$ cat config.mk
export PLATFORM = sky130hd
export DESIGN_NAME = paged_memory_map_store_load_unit
export DESIGN_NICKNAME = d
export VERILOG_FILES = /design/src/design/pmm_pkg.sv /design/src/design/paged_memory_map_store_load_unit.sv /design/src/design/pmm_datapath.sv /design/src/design/pmm_ctrl.sv
export SDC_FILE = /design/constraint.sdc
export NUM_CORES = 1
export LEC_CHECK = 0
export BUFFER_PORTS_ARGS = -buffer_cell sky130_fd_sc_hd__clkbuf_2
export CORE_UTILIZATION = 55
export DETAILED_ROUTE_END_ITERATION = 12
export HOLD_SLACK_MARGIN = 0.03
export PLACE_DENSITY = 0.71
export SLEW_MARGIN = 15
export SYNTH_ARGS = -nofsm -noshare
export SYNTH_HDL_FRONTEND = slang
export SYNTH_SLANG_ARGS = --single-unit
$ cat constraint.sdc
create_clock -name clk -period 6.3 [get_ports clk]
set_input_delay 0.315 -clock clk [delete_from_list [all_inputs] [get_ports clk]]
set_output_delay 0.315 -clock clk [all_outputs]
set_load 0.02 [all_outputs]
$ cat src/design/pmm_pkg.sv
// shared types and codes for the paged memory map store/load unit
// no dependencies
package pmm_pkg;

  localparam int unsigned PAGE_W = 4;
  localparam int unsigned PA_W   = 7;

  typedef enum logic [1:0] {
    OP_MAP   = 2'd0,
    OP_STORE = 2'd1,
    OP_LOAD  = 2'd2,
    OP_NONE  = 2'd3
  } op_e;

  typedef enum logic [2:0] {
    ST_OK         = 3'd0,
    ST_BAD_FLAG   = 3'd1,
    ST_MAPPED     = 3'd2,
    ST_NO_FRAME   = 3'd3,
    ST_TABLE_FULL = 3'd4,
    ST_UNMAPPED   = 3'd5,
    ST_READ_ONLY  = 3'd6,
    ST_ZERO_READ  = 3'd7
  } status_e;

  typedef struct packed {
    logic    load;
    logic    clear_step;
    logic    div_step;
    logic    scan;
    logic    map_write;
    logic    pa_init;
    logic    wrap_step;
    logic    mem_write;
    logic    mem_read;
    logic    take_read;
    logic    set_status;
    status_e code;
  } cmd_t;

  typedef struct packed {
    op_e  op;
    logic clear_done;
    logic div_done;
    logic scan_done;
    logic bad_flag;
    logic found;
    logic writable;
    logic any_free;
    logic found_zero;
    logic wrap_done;
  } stat_t;

endpackage

$ cat src/design/paged_memory_map_store_load_unit.sv
// Paged memory map store/load unit. After reset the unit clears its MEMORY_BYTES-byte memory,
// one byte per cycle, and holds busy high while it does so. A command is taken when start is
// high and busy is low; busy stays high until the result has been shown. The next command can
// be taken in the cycle after done. A command first splits the virtual address, one page split
// step per page plus a check, where page is virtual_address / PAGE_BYTES; then it scans the
// page-table bytes (PAGE_BYTES of them, fewer if the memory is smaller) through the single
// memory port with one byte read per cycle, then makes the decision. A store or load wraps a
// translated address at or past MEMORY_BYTES by subtracting MEMORY_BYTES step by step, then
// accesses the data on the same port. The result is on status, physical_address,
// read_data and frame for exactly one cycle while done is high and has to be captured then; the
// unit never waits for the receiver. Operation code 3 is taken but gives no result.
// depends on pmm_pkg, pmm_ctrl, pmm_datapath
module paged_memory_map_store_load_unit #(
  parameter int unsigned PAGE_BYTES   = 16,
  parameter int unsigned FRAME_COUNT  = 4,
  parameter int unsigned MEMORY_BYTES = 64
) (
  input  logic       clk,
  input  logic       rst,
  input  logic       start,
  output logic       busy,
  input  logic [1:0] operation,
  input  logic [1:0] process_id,
  input  logic [5:0] virtual_address,
  input  logic [7:0] value,
  output logic       done,
  output logic [2:0] status,
  output logic [5:0] physical_address,
  output logic [7:0] read_data,
  output logic [1:0] frame
);

  pmm_pkg::cmd_t  cmd;
  pmm_pkg::stat_t stat;

  pmm_ctrl u_ctrl (
    .clk       (clk),
    .rst       (rst),
    .start     (start),
    .operation (operation),
    .busy      (busy),
    .done      (done),
    .cmd       (cmd),
    .stat      (stat)
  );

  pmm_datapath #(
    .PAGE_BYTES   (PAGE_BYTES),
    .FRAME_COUNT  (FRAME_COUNT),
    .MEMORY_BYTES (MEMORY_BYTES)
  ) u_datapath (
    .clk              (clk),
    .rst              (rst),
    .cmd              (cmd),
    .stat             (stat),
    .operation        (operation),
    .process_id       (process_id),
    .virtual_address  (virtual_address),
    .value            (value),
    .status           (status),
    .physical_address (physical_address),
    .read_data        (read_data),
    .frame            (frame)
  );

endmodule

$ cat src/design/pmm_datapath.sv
// datapath: byte memory, page table scan, frame allocation, address translation
// depends on pmm_pkg
module pmm_datapath #(
  parameter int unsigned PAGE_BYTES   = 16,
  parameter int unsigned FRAME_COUNT  = 4,
  parameter int unsigned MEMORY_BYTES = 64
) (
  input  logic                clk,
  input  logic                rst,
  input  pmm_pkg::cmd_t       cmd,
  output pmm_pkg::stat_t      stat,
  input  logic [1:0]          operation,
  input  logic [1:0]          process_id,
  input  logic [5:0]          virtual_address,
  input  logic [7:0]          value,
  output logic [2:0]          status,
  output logic [5:0]          physical_address,
  output logic [7:0]          read_data,
  output logic [1:0]          frame
);

  localparam int unsigned AW     = $clog2(MEMORY_BYTES);
  localparam int unsigned SCAN_N = (PAGE_BYTES < MEMORY_BYTES) ? PAGE_BYTES : MEMORY_BYTES;

  logic [7:0] mem [MEMORY_BYTES];
  logic [7:0] rd_q;

  pmm_pkg::op_e     op;
  logic [1:0]       pid;
  logic [7:0]       val;
  logic [5:0]       off;
  logic [pmm_pkg::PAGE_W-1:0] page;
  logic [AW-1:0]    clr_idx;
  logic [AW-1:0]    scan_idx;
  logic             scan_run;
  logic [AW-1:0]    chk_idx;
  logic             chk_valid;
  logic             found;
  logic [7:0]       entry;
  logic             found_zero;
  logic [AW-1:0]    zero_idx;
  logic [FRAME_COUNT-1:0] free_flags;
  logic [pmm_pkg::PA_W-1:0] pa;
  pmm_pkg::status_e res_status;
  logic [5:0]       res_pa;
  logic [7:0]       res_rd;
  logic [1:0]       res_frame;

  logic             any_free;
  logic [1:0]       free_frame;
  logic             hit;
  logic [AW-1:0]    addr;
  logic [7:0]       wdata;
  logic             we;
  logic [7:0]       new_entry;

  always_comb begin
    any_free   = 1'b0;
    free_frame = 2'd0;
    for (int f = FRAME_COUNT - 1; f >= 0; f--) begin
      if (free_flags[f]) begin
        any_free   = 1'b1;
        free_frame = 2'(f);
      end
    end
  end

  assign hit = (rd_q != 8'd0) && (rd_q[2:1] == pid) &&
               ({{(pmm_pkg::PAGE_W-2){1'b0}}, rd_q[4:3]} == page);

  assign new_entry = {val[0], free_frame, page[1:0], pid, 1'b1};

  always_comb begin
    we    = cmd.clear_step | cmd.map_write | cmd.mem_write;
    wdata = 8'd0;
    addr  = scan_idx;
    if (cmd.clear_step) begin
      addr = clr_idx;
    end else if (cmd.map_write) begin
      addr  = zero_idx;
      wdata = new_entry;
    end else if (cmd.mem_write || cmd.mem_read) begin
      addr  = pa[AW-1:0];
      wdata = val;
    end
  end

  always_ff @(posedge clk) begin
    if (we) begin
      mem[addr] <= wdata;
    end
    rd_q <= mem[addr];
  end

  always_ff @(posedge clk) begin
    if (rst) begin
      clr_idx    <= '0;
      free_flags <= {{(FRAME_COUNT-1){1'b1}}, 1'b0};
      scan_run   <= 1'b0;
      chk_valid  <= 1'b0;
    end else begin
      if (cmd.clear_step) begin
        clr_idx <= clr_idx + 1'b1;
      end
      if (cmd.load) begin
        op         <= pmm_pkg::op_e'(operation);
        pid        <= process_id;
        val        <= value;
        off        <= virtual_address;
        page       <= '0;
        scan_idx   <= '0;
        scan_run   <= 1'b1;
        chk_valid  <= 1'b0;
        found      <= 1'b0;
        found_zero <= 1'b0;
        pa         <= '0;
        res_status <= pmm_pkg::ST_OK;
        res_pa     <= '0;
        res_rd     <= '0;
        res_frame  <= '0;
      end
      if (cmd.div_step) begin
        off  <= off - 6'(PAGE_BYTES);
        page <= page + 1'b1;
      end
      if (cmd.scan) begin
        chk_valid <= scan_run;
        chk_idx   <= scan_idx;
        if (scan_run) begin
          if (scan_idx == AW'(SCAN_N - 1)) begin
            scan_run <= 1'b0;
          end else begin
            scan_idx <= scan_idx + 1'b1;
          end
        end
        if (chk_valid) begin
          if (hit && !found) begin
            found <= 1'b1;
            entry <= rd_q;
          end
          if (rd_q == 8'd0 && !found_zero) begin
            found_zero <= 1'b1;
            zero_idx   <= chk_idx;
          end
        end
      end
      if (cmd.map_write) begin
        free_flags[free_frame] <= 1'b0;
        res_frame              <= free_frame;
      end
      if (cmd.pa_init) begin
        pa        <= pmm_pkg::PA_W'(entry[6:5] * PAGE_BYTES) + pmm_pkg::PA_W'(off);
        res_frame <= entry[6:5];
      end
      if (cmd.wrap_step) begin
        pa <= pa - pmm_pkg::PA_W'(MEMORY_BYTES);
      end
      if (cmd.mem_write) begin
        res_pa <= pa[5:0];
      end
      if (cmd.set_status) begin
        res_status <= cmd.code;
      end
      if (cmd.take_read) begin
        res_rd     <= rd_q;
        res_pa     <= pa[5:0];
        res_status <= (rd_q == 8'd0) ? pmm_pkg::ST_ZERO_READ : pmm_pkg::ST_OK;
      end
    end
  end

  always_comb begin
    stat.op         = op;
    stat.clear_done = (clr_idx == AW'(MEMORY_BYTES - 1));
    stat.div_done   = (off < 6'(PAGE_BYTES));
    stat.scan_done  = chk_valid && (chk_idx == AW'(SCAN_N - 1));
    stat.bad_flag   = (val > 8'd1);
    stat.found      = found;
    stat.writable   = entry[7];
    stat.any_free   = any_free;
    stat.found_zero = found_zero;
    stat.wrap_done  = (pa < pmm_pkg::PA_W'(MEMORY_BYTES));
  end

  assign status           = res_status;
  assign physical_address = res_pa;
  assign read_data        = res_rd;
  assign frame            = res_frame;

endmodule

$ cat src/design/pmm_ctrl.sv
// controller state machine: sequences clear, split, scan, decide, access and result
// depends on pmm_pkg
module pmm_ctrl (
  input  logic           clk,
  input  logic           rst,
  input  logic           start,
  input  logic [1:0]     operation,
  output logic           busy,
  output logic           done,
  output pmm_pkg::cmd_t  cmd,
  input  pmm_pkg::stat_t stat
);

  typedef enum logic [8:0] {
    S_CLEAR  = 9'b000000001,
    S_IDLE   = 9'b000000010,
    S_DIV    = 9'b000000100,
    S_SCAN   = 9'b000001000,
    S_DECIDE = 9'b000010000,
    S_WRAP   = 9'b000100000,
    S_READ   = 9'b001000000,
    S_TAKE   = 9'b010000000,
    S_DONE   = 9'b100000000
  } state_t;

  state_t state;
  state_t state_next;

  always_ff @(posedge clk) begin
    if (rst) begin
      state <= S_CLEAR;
    end else begin
      state <= state_next;
    end
  end

  always_comb begin
    state_next = state;
    cmd        = '0;
    cmd.code   = pmm_pkg::ST_OK;
    case (state)
      S_CLEAR: begin
        cmd.clear_step = 1'b1;
        if (stat.clear_done) begin
          state_next = S_IDLE;
        end
      end
      S_IDLE: begin
        if (start) begin
          cmd.load = 1'b1;
          if (pmm_pkg::op_e'(operation) != pmm_pkg::OP_NONE) begin
            state_next = S_DIV;
          end
        end
      end
      S_DIV: begin
        if (stat.div_done) begin
          state_next = S_SCAN;
        end else begin
          cmd.div_step = 1'b1;
        end
      end
      S_SCAN: begin
        cmd.scan = 1'b1;
        if (stat.scan_done) begin
          state_next = S_DECIDE;
        end
      end
      S_DECIDE: begin
        state_next = S_DONE;
        if (stat.op == pmm_pkg::OP_MAP) begin
          cmd.set_status = 1'b1;
          if (stat.bad_flag) begin
            cmd.code = pmm_pkg::ST_BAD_FLAG;
          end else if (stat.found) begin
            cmd.code = pmm_pkg::ST_MAPPED;
          end else if (!stat.any_free) begin
            cmd.code = pmm_pkg::ST_NO_FRAME;
          end else if (!stat.found_zero) begin
            cmd.code = pmm_pkg::ST_TABLE_FULL;
          end else begin
            cmd.map_write = 1'b1;
          end
        end else if (!stat.found) begin
          cmd.set_status = 1'b1;
          cmd.code       = pmm_pkg::ST_UNMAPPED;
        end else begin
          cmd.pa_init = 1'b1;
          state_next  = S_WRAP;
        end
      end
      S_WRAP: begin
        if (!stat.wrap_done) begin
          cmd.wrap_step = 1'b1;
        end else if (stat.op == pmm_pkg::OP_STORE) begin
          state_next = S_DONE;
          if (!stat.writable) begin
            cmd.set_status = 1'b1;
            cmd.code       = pmm_pkg::ST_READ_ONLY;
          end else begin
            cmd.mem_write = 1'b1;
          end
        end else begin
          state_next = S_READ;
        end
      end
      S_READ: begin
        cmd.mem_read = 1'b1;
        state_next   = S_TAKE;
      end
      S_TAKE: begin
        cmd.take_read = 1'b1;
        state_next    = S_DONE;
      end
      S_DONE: begin
        state_next = S_IDLE;
      end
      default: begin
        state_next = S_IDLE;
      end
    endcase
  end

  assign busy = (state != S_IDLE);
  assign done = (state == S_DONE);

endmodule

==> impl_metrics.py <==
metrics = {
    "critical_path": {
        "r2r_setup_slack_ps": 710,
        "crit_path_end_kind": "flip-flop",
        "crit_type": "reg2reg",
        "timing.rr.end": "u_datapath.mem[9][2]",
        "crit_fanout": 11,
        "critPathLaunchType": "flip-flop",
        "required_ps": 6550,
        "startpoint": "u_datapath.op[1]",
        "r2r-start": "u_datapath.op[1]",
        "critPathCapture": "u_datapath.mem[9][2]",
        "reg2reg_depth": 8,
        "arrival_ps": 5840,
    },
    "synth": {
        "synth.distinct_cells": 79,
        "ys_seq_area_share_pct": 72.7,
        "syn-instance-count": 1758,
        "synth_flop_cell": "edfxtp_1",
        "ys_warn_count": 0,
        "synth_seq_cells": 612,
        "synth_edf_count": 583,
        "avgSynthCellArea_um2": 14.2,
        "syn_nets": 1785,
        "syn-cell-area_um2": 24900,
        "async_flop_share_pct": 0,
    },
    "sta": {
        "finalHoldViolCount": 0,
        "maxSlewViolCount": 0,
        "max_slew_margin_pct": 24.1,
        "fin_crit_sh_pct": 88.7,
        "fmax_ghz": 0.179,
        "worst_clock_skew_ps": 12.3,
        "fin_ws_ps": 713,
        "worst_pin_slew_ps": 1140,
        "fin_setup_tns_ps": 0,
        "rsz0062_at_grt": "false",
        "min_period_ps": 5590,
        "setup_viol": 0,
    },
    "floorplanning": {
        "die_w_um": 215,
        "start_util_pct": 56.0,
        "core_um2": 44400,
        "die-area_um2": 46100,
        "ios": 42,
        "die_y_um": 215,
        "rows": 77,
    },
    "place": {
        "placed_cell_area_um2": 26000,
        "dpl.hpwl_mm": 44.6,
        "place_ws_ps": 1090,
        "globalplace.congestion": 0.953,
        "io_buffers": 41,
    },
    "clocking": {
        "cts_max_level": 2,
        "insertion_delay_ps": 630,
        "cts_root_buf": "clkbuf_16",
        "cts_max_path_buffers": 3,
        "clk_pin_slew_ps": 60,
        "cts_made_buffers": 60,
        "cts_tree": "built",
        "cts_sinks": 612,
    },
    "global_route": {
        "grt_pass1_vias": 15800,
        "grt_max_degree": 65,
        "antenna_found_initial": 1,
        "grt_pass1_wl_mm": 105,
        "overflow": 0,
        "track_usage_pct": 30.9,
    },
    "outcome": {
        "outcome": "finished clean",
    },
    "layout": {
        "antenna_cells": 0,
        "stdcell_area_um2": 28200,
        "seqCellArea_um2": 18100,
        "multi_input_area_um2": 6450,
        "area_growth_pct": 13.2,
        "fill_cells": 3193,
        "fin_nets": 1871,
        "drive_gt1_share_pct": 12.6,
    },
    "detailed_routing": {
        "drc": 0,
        "wl_per_cell_um": 28.5,
        "dr.first_iter.drc_count": 2330,
        "firstDrtPassIters": 6,
        "vias_per_cell": 6.61,
        "vias": 16400,
        "totalWireLength_mm": 70.9,
        "drtAntennaViolNets": 0,
    },
    "power_and_ir_drop": {
        "p_leak_nw": 8.62,
        "p_total_mw": 11.4,
        "irDropWorstVdd_mv": 0.226,
        "p_per_area_nw_per_um2": 404,
    },
    "worst_hold_path": {
        "min_path_type": "in2reg",
    },
    "flow_run": {
        "cap_violations": 0,
    },
}
registers in the layout (all words and copies together) (netlist names), 3 cells and up:
signal / flops
u_ctrl.state: 9
u_datapath.page: 4
u_datapath.scan_idx: 6
u_datapath.off: 6
u_datapath.pa: 7
u_datapath.chk_idx: 6
u_datapath.zero_idx: 6
u_datapath.clr_idx: 6
u_datapath.val: 8
u_datapath.physical_address: 6
u_datapath.rd_q: 8
u_datapath.free_flags: 4
u_datapath.entry: 3
u_datapath.read_data: 8
u_datapath.status: 3
u_datapath.mem: 512
per-layer routing:
metal / wire (µm) / up-vias / global-route usage, %
met3: 8590 / 225 / 8.79
li1: - / 6986 / -
met2: 32400 / 1168 / 47.1
met4: 3100 / 2 / 12.9
met1: 26800 / 8040 / 41.8
met5: 11 / - / 0
how the worst min path moves through the flow:
stage | from | end | slack (ps) | cells past startpoint
2_1_floorplan | u_datapath.rd_q[6] | u_datapath.entry[6] | 410 | 0
3_5_place_dp | u_datapath.chk_idx[1] | u_datapath.zero_idx[1] | 440 | 0
5_1_grt | virtual_address[4] | u_datapath.off[4] | 60 | 3
6_report | virtual_address[4] | u_datapath.off[4] | 50 | 3
3_3_place_gp | u_datapath.chk_idx[2] | u_datapath.zero_idx[2] | 430 | 0
4_1_cts | virtual_address[4] | u_datapath.off[4] | 30 | 3
placed cells by master, fill, tap and decap left out, types with 7 or more instances in the layout:
cell type      instances
a21o_1                 9
a21oi_1              100
a221oi_1              22
a22o_1                 7
a22oi_1               39
a31oi_1               16
a32o_1                 9
a32oi_1               19
and2_1                30
and3_1                15
buf_4                 58
bufinv_16              7
clkbuf_1              15
clkbuf_16             60
clkbuf_2              41
clkinv_1               8
clkinv_2              10
dfxtp_1               29
dlygate4sd3_1         17
edfxtp_1             583
inv_1                  7
mux2_2                14
mux2i_1               93
nand2_1              205
nand3_1               54
nand4_1                9
nor2_1               131
nor2b_1                8
nor3_1                28
o21ai_0               63
o22ai_1               19
or3_1                  9
or4_1                 11
xnor2_1                7
xor2_1                 7
cells in the mapped netlist, types with 19 or more instances:
| cell type | count | area (µm²) |
|---|---|---|
| edfxtp_1 | 583 | 17500 |
| nand2_1 | 208 | 781 |
| nor2_1 | 133 | 499 |
| a21oi_1 | 100 | 500 |
| mux2i_1 | 93 | 931 |
| o21ai_0 | 63 | 315 |
| nand3_1 | 54 | 270 |
| buf_2 | 42 | 210 |
| a22oi_1 | 39 | 293 |
| clkbuf_1 | 38 | 143 |
| and2_1 | 30 | 188 |
| dfxtp_1 | 29 | 581 |
| nor3_1 | 29 | 145 |
| a221oi_1 | 22 | 193 |
| a32oi_1 | 19 | 166 |
| o22ai_1 | 19 | 119 |
power breakdown:
part,switching (mW),leakage (nW),total [mW],internal (mW)
sequential,0.116,4.63,4.74,4.63
combinational,2.10,3.01,3.00,0.903
clock,1.53,0.986,3.65,2.12
what timing repair did:
action	in CTS	in global routing
gates resized for setup	0	0
endpoints found under the hold margin	17	0
setup buffers	0	0
hold buffers	17	0
critical path, stage by stage, from the launching register on:
cell and delay [ps]:
edfxtp_1 500, nor4bb_1 730, a21oi_1 290, o21ai_0 320, a21o_1 490, nand4_1 480
nor2_1 920, nand2_1 700, nor2_1 770
logic make-up (layout without fill, tap and decap cells):
kind of cell	after synthesis	in the layout	share of synthesized area (%)
flops	612	612	72.7
simple gates	542	542	10.1
compound gates	375	375	10.1
mux	108	108	4.42
buf+inv	101	237	1.81
xor+xnor	14	14	0.493
fa+ha+maj	6	6	0.332
final cells by class:
type                    instances  share of cell area [%]
clock buffers                  81                    5.82
inverters                       7                  0.0933
well taps                     592                    2.63
multi-input cells            1045                    22.9
clock inverters                31                    1.32
flip-flops and latches        612                    64.2
repair buffers                118                    3.02
metrics by stage:
stage / cells / utilization (%) / hold slack [ps]
6_report: 2486 / 63.4 / 46.7
5_1_grt: 2486 / 63.4 / 60.3
4_1_cts: 2486 / 63.4 / 32.8
3_5_place_dp: 2357 / 58.5 / 444
3_3_place_gp: 2357 / 58.5 / 432
2_1_floorplan: 1758 / - / 413
Note: power is estimated with default switching activity, not from simulation.
